**config.mk**
```make
export PLATFORM = sky130hd
export DESIGN_NAME = jtg_div
export DESIGN_NICKNAME = d
export VERILOG_FILES = /design/src/design/assert_macros.svh /design/src/design/jtg_pkg.sv /design/src/design/jtg_div.sv
export SDC_FILE = /design/constraint.sdc
export NUM_CORES = 1
export LEC_CHECK = 0
export BUFFER_PORTS_ARGS = -buffer_cell sky130_fd_sc_hd__buf_2
export CORE_ASPECT_RATIO = 0.6
export CORE_MARGIN = 1
export CORE_UTILIZATION = 60
export DETAILED_ROUTE_END_ITERATION = 8
export PLACE_DENSITY = 0.95
export SETUP_SLACK_MARGIN = 0.3
export SYNTH_ARGS = -nofsm -noshare
export SYNTH_HDL_FRONTEND = slang
export SYNTH_SLANG_ARGS = --single-unit
```
**constraint.sdc**
```tcl
create_clock -name clock -period 4.96 [get_ports clock]
set_clock_uncertainty 0.15 [all_clocks]
set_input_delay 0.496 -clock clock [delete_from_list [all_inputs] [get_ports clock]]
set_output_delay 0.496 -clock clock [all_outputs]
set_load 0.01 [all_outputs]
```
**src/design/assert_macros.svh**
```systemverilog
// assertion macros used by the top-level design file
// no dependencies; users supply clock and reset in scope
`ifndef ASSERT_MACROS_SVH
`define ASSERT_MACROS_SVH

// same-cycle implication under reset
`define JTG_ASSERT_IMPLY(lbl, ante, cons, msg) \
   lbl: assert property (@(posedge clock) disable iff (reset) (ante) |-> (cons)) \
      else $error(msg);

// next-cycle implication under reset
`define JTG_ASSERT_NEXT(lbl, ante, cons, msg) \
   lbl: assert property (@(posedge clock) disable iff (reset) (ante) |=> (cons)) \
      else $error(msg);

`endif

```
**src/design/jtg_pkg.sv**
```systemverilog
// shared types and constants of the joint trajectory generator
// no dependencies
package jtg_pkg;

   localparam int T_WIDTH   = 16;
   localparam int S_WIDTH   = 17;
   localparam int DUR_WIDTH = 16;
   localparam int PCT_WIDTH = 7;

   localparam logic [2:0] CMD_LOAD  = 3'd0;
   localparam logic [2:0] CMD_START = 3'd1;
   localparam logic [2:0] CMD_STOP  = 3'd2;
   localparam logic [2:0] CMD_RESET = 3'd3;
   localparam logic [2:0] CMD_TICK  = 3'd4;

   localparam logic [1:0] CSR_PROFILE_MODE = 2'd0;
   localparam logic [1:0] CSR_DURATION     = 2'd1;
   localparam logic [1:0] CSR_JOINT_COUNT  = 2'd2;

   localparam logic [1:0] PROF_LINEAR = 2'd0;
   localparam logic [1:0] PROF_CUBIC  = 2'd1;

   localparam logic [DUR_WIDTH-1:0] MIN_DURATION = 16'd10;
   localparam logic [PCT_WIDTH-1:0] PCT_FULL     = 7'd100;

   typedef enum logic [2:0] {
      ST_IDLE,
      ST_DIV,
      ST_PROF1,
      ST_PROF2,
      ST_PROF3,
      ST_READ,
      ST_MUL,
      ST_EMIT
   } state_type;

endpackage

```
**src/design/jtg_div.sv**
```systemverilog
// serial restoring divider, one quotient bit per cycle
// forms floor(dividend * 2^16 / divisor) for dividend below divisor; uses jtg_pkg
module jtg_div import jtg_pkg::*; (
   input  logic                 clock,
   input  logic                 reset,
   input  logic                 start,
   input  logic [T_WIDTH:0]     dividend,
   input  logic [DUR_WIDTH-1:0] divisor,
   output logic                 done,
   output logic [T_WIDTH-1:0]   quotient
);

   localparam int CNT_W = $clog2(T_WIDTH + 1);

   logic                 busy_ff, busy_in;
   logic                 done_ff, done_in;
   logic [CNT_W-1:0]     cnt_ff, cnt_in;
   logic [T_WIDTH:0]     rem_ff, rem_in;
   logic [T_WIDTH-1:0]   quo_ff, quo_in;
   logic [DUR_WIDTH-1:0] dsr_ff, dsr_in;
   logic [T_WIDTH+1:0]   shifted;
   logic                 ge;

   always_comb begin
      shifted = {rem_ff, 1'b0};
      ge      = shifted >= (T_WIDTH + 2)'(dsr_ff);
      busy_in = busy_ff;
      done_in = 1'b0;
      cnt_in  = cnt_ff;
      rem_in  = rem_ff;
      quo_in  = quo_ff;
      dsr_in  = dsr_ff;
      if (start) begin
         busy_in = 1'b1;
         cnt_in  = '0;
         rem_in  = dividend;
         dsr_in  = divisor;
      end else if (busy_ff) begin
         rem_in = ge ? (T_WIDTH + 1)'(shifted - (T_WIDTH + 2)'(dsr_ff))
                     : shifted[T_WIDTH:0];
         quo_in = {quo_ff[T_WIDTH-2:0], ge};
         cnt_in = cnt_ff + CNT_W'(1);
         if (cnt_ff == CNT_W'(T_WIDTH - 1)) begin
            busy_in = 1'b0;
            done_in = 1'b1;
         end
      end
   end

   always_ff @(posedge clock) begin
      if (reset) begin
         busy_ff <= 1'b0;
         done_ff <= 1'b0;
         cnt_ff  <= '0;
      end else begin
         busy_ff <= busy_in;
         done_ff <= done_in;
         cnt_ff  <= cnt_in;
      end
      rem_ff <= rem_in;
      quo_ff <= quo_in;
      dsr_ff <= dsr_in;
   end

   assign done     = done_ff;
   assign quotient = quo_ff;

endmodule

```
==> run_results.csv <==
group,metric,value,unit
grt,use_met3,6.65,%
clock_network,path_clk_slew,0.11,ns
timing,setup_violations,0,
min_path,hold_class,"input port to flop",
clock_network,cts_buffer_depth,2,
drt,vias,2486,
timing,min_period_over_period,61.2,%
grt,grt_max_degree,51,
layout,stdcell_count,402,
layout,finalInstanceArea,0.00360,mm^2
layout,final_core_util,70.1,%
drt,wl_per_cell,17.5,um
clock_network,cts_sinks,56,
layout,final_nets,390,
floorplan,core_area,0.00513,mm^2
grt,grt_overflow,0,
clock_network,clock_latency,0.32,ns
setup_path,critPathKind,"flop to flop",
clock_network,ctsHtreeMaxLevel,2,
drt,routed_via_density,6.18,
setup_path,crit_chain,"ha_1, a21oi_1, o21ai_1, o31ai_4, and2_4, a311oi_2",
floorplan,placementRows,20,
power,max-vdd-ir-drop,0.225,mV
timing,tightest_slew,0.803,ns
timing,period_needed,3.04,ns
drt,wirelength,7040,um
setup_path,end_kind,"flop",
drt,ant_nets,0,
synth,syn_area_per_cell,11.2,um^2
placed_design,globalplace.congestion,1.01,
setup_path,startpoint_type,"flop",
run,maxCapViolations,0,
clock_network,root_buffer,"clkbuf_8",
clock_network,cts_tree,"done",
grt,grt_pass1_vias,2251,
setup_path,crit_buf_inv,0,
floorplan,die_area,0.00570,mm^2
setup_path,cpPeakStageDelay,0.69,ns
setup_path,critPathTopFamily,"compound AO/OA/AOI/OAI gates",
placed_design,dpl-instance-area,0.00351,mm^2
timing,tns,0,ns
grt,grtUsageMet2,35.8,%
timing,fin_ws,1.92,ns
timing,relSlewSlack,46.5,%
clock_network,cts_setup_buffers,0,
outcome,status,"completed",
floorplan,ios,53,
drt,drtIter0Drc,214,
timing,whs,0.188,ns
clock_network,post_cts_resize_count,0,
power,p_leak,1.49,nW
layout,area_delta_synth_final,11.1,%
floorplan,initial_core_util,63.1,%
layout,fillers,367,
setup_path,cp_slowest_cell,"o31ai_4",
timing,max_freq,0.329,GHz
placed_design,placedCellCount,394,
synth,synth.ff_latch_count,56,
placed_design,dp_hpwl,5120,um
setup_path,arrival,2.94,ns
setup_path,cp_max_fo,17,
placed_design,place_ws,2.00,ns
timing,drv_slew,0,
grt,grt_pass1_wl,11200,um
power,total_power,1.46,mW
power,power.density,406,mW/mm^2
synth,yosysWarnings,0,
drt,dr.pass1.iters,7,
synth,ys_seq_area_share,49.8,%
floorplan,fp.dieH,58.9,um
synth,ys_types,63,
synth,syn_inst,290,
grt,met1_usage,39.5,%
synth,synth-edff-count,49,
grt,antenna_found_initial,0,
timing,rsz0062_at_grt,"false",
synth,synth_top_flop_cell,"edfxtp_1",
placed_design,numPortBuffers,52,
clock_network,hold_buffers,0,
setup_path,cp.required,4.86,ns
drt,drt_drc_violations_left,0,
timing,finalHoldViolCount,0,
synth,synthesis.area,0.00324,mm^2
clock_network,cts_made_buffers,5,
layout,diodes,0,
layout,drive_gt1_share,25.0,%
floorplan,die_w,96.8,um
synth,async_reset_ff_share,0,%
synth,syn-num-nets,345,
grt,busiest_layer,"met1",
grt,gr-usage-all-layers,25.6,%
[metal layers]
| layer | up-vias | part of all wire, % | routed length, um |
|---|---|---|---|
| li1 | 1167 | - | - |
| met1 | 1175 | 47 | 3330 |
| met2 | 135 | 41 | 2880 |
| met3 | 9 | 11 | 783 |
| met4 | 0 | 0.62 | 44 |
| met5 | - | 0 | 0 |
[report_power, final]
| group | total [mW] | switching (mW) | internal [mW] |
|---|---|---|---|
| registers | 0.620 | 0.0335 | 0.586 |
| clock network | 0.259 | 0.158 | 0.101 |
| logic | 0.582 | 0.356 | 0.226 |
| total | 1.46 | 0.547 | 0.914 |
[flip-flops by register name, indices dropped and copies added (netlist names)]
signal    cells
cnt_ff        5
quotient     16
busy_ff       1
dsr_ff       16
rem_ff       17
done          1
[cell type report]
cell class              instances  area (um^2)  area share [%]
multi-input cells             193         1450            40.2
clock buffers                   5         68.8            1.91
well taps                      66         82.6            2.30
inverters                      25         93.8            2.61
clock inverters                 3         20.0           0.557
repair buffers                 54          275            7.65
flip-flops and latches         56         1610            44.8
[cell usage after synthesis (2+ instances only)]
library cell / number / share of area, %
dfxtp_1: 7 / 4.3
o31ai_1: 2 / 0.46
a32o_1: 2 / 0.62
xnor2_1: 4 / 1.1
nor2_1: 20 / 2.3
nor2b_1: 2 / 0.39
or2_2: 2 / 0.39
nand2b_1: 6 / 1.2
o21ai_1: 2 / 0.31
buf_1: 2 / 0.23
a31oi_1: 3 / 0.58
xor2_1: 10 / 2.7
o21ai_0: 7 / 1.1
a41oi_1: 6 / 1.6
nand3_1: 3 / 0.46
a211oi_1: 3 / 0.70
buf_2: 3 / 0.46
o31ai_2: 6 / 2.3
and2_1: 9 / 1.7
nand4_1: 8 / 1.5
and3_1: 2 / 0.39
edfxtp_1: 49 / 45
a21o_1: 6 / 1.4
o211ai_1: 2 / 0.46
inv_1: 23 / 2.7
nand2_1: 19 / 2.2
mux2i_1: 2 / 0.62
o311ai_1: 4 / 1.1
ha_1: 18 / 7.0
a21oi_1: 14 / 2.2
a31oi_2: 2 / 0.77
clkbuf_1: 8 / 0.93
nor3_1: 4 / 0.62
[layout by cell type (no fill, tap or decap), types with 7 or more instances in the layout]
| cell type | count |
|---|---|
| a21oi_1 | 14 |
| and2_1 | 9 |
| buf_2 | 52 |
| dfxtp_1 | 7 |
| edfxtp_1 | 49 |
| ha_1 | 18 |
| inv_1 | 23 |
| nand2_1 | 19 |
| nand4_1 | 8 |
| nor2_1 | 20 |
| o21ai_0 | 7 |
| xor2_1 | 10 |
[worst paths after layout]
check              start      endpoint  slack [ns]  cells after the start
min                reset       busy_ff        0.19                      2
min reg2reg  quotient[9]  quotient[10]        0.31                      0
max reg2reg    rem_ff[8]     rem_ff[1]        1.92                      6
max            rem_ff[8]     rem_ff[1]        1.92                      6
[cells by family after synthesis]
kind of cell | after synthesis | share of synthesized area [%]
compound gates | 76 | 19.4
xor+xnor | 14 | 3.79
fa+ha+maj | 19 | 7.58
buf+inv | 41 | 5.57
flops | 56 | 49.8
mux | 3 | 0.966
simple gates | 81 | 12.9
Note: power is estimated with default switching activity, not from simulation.
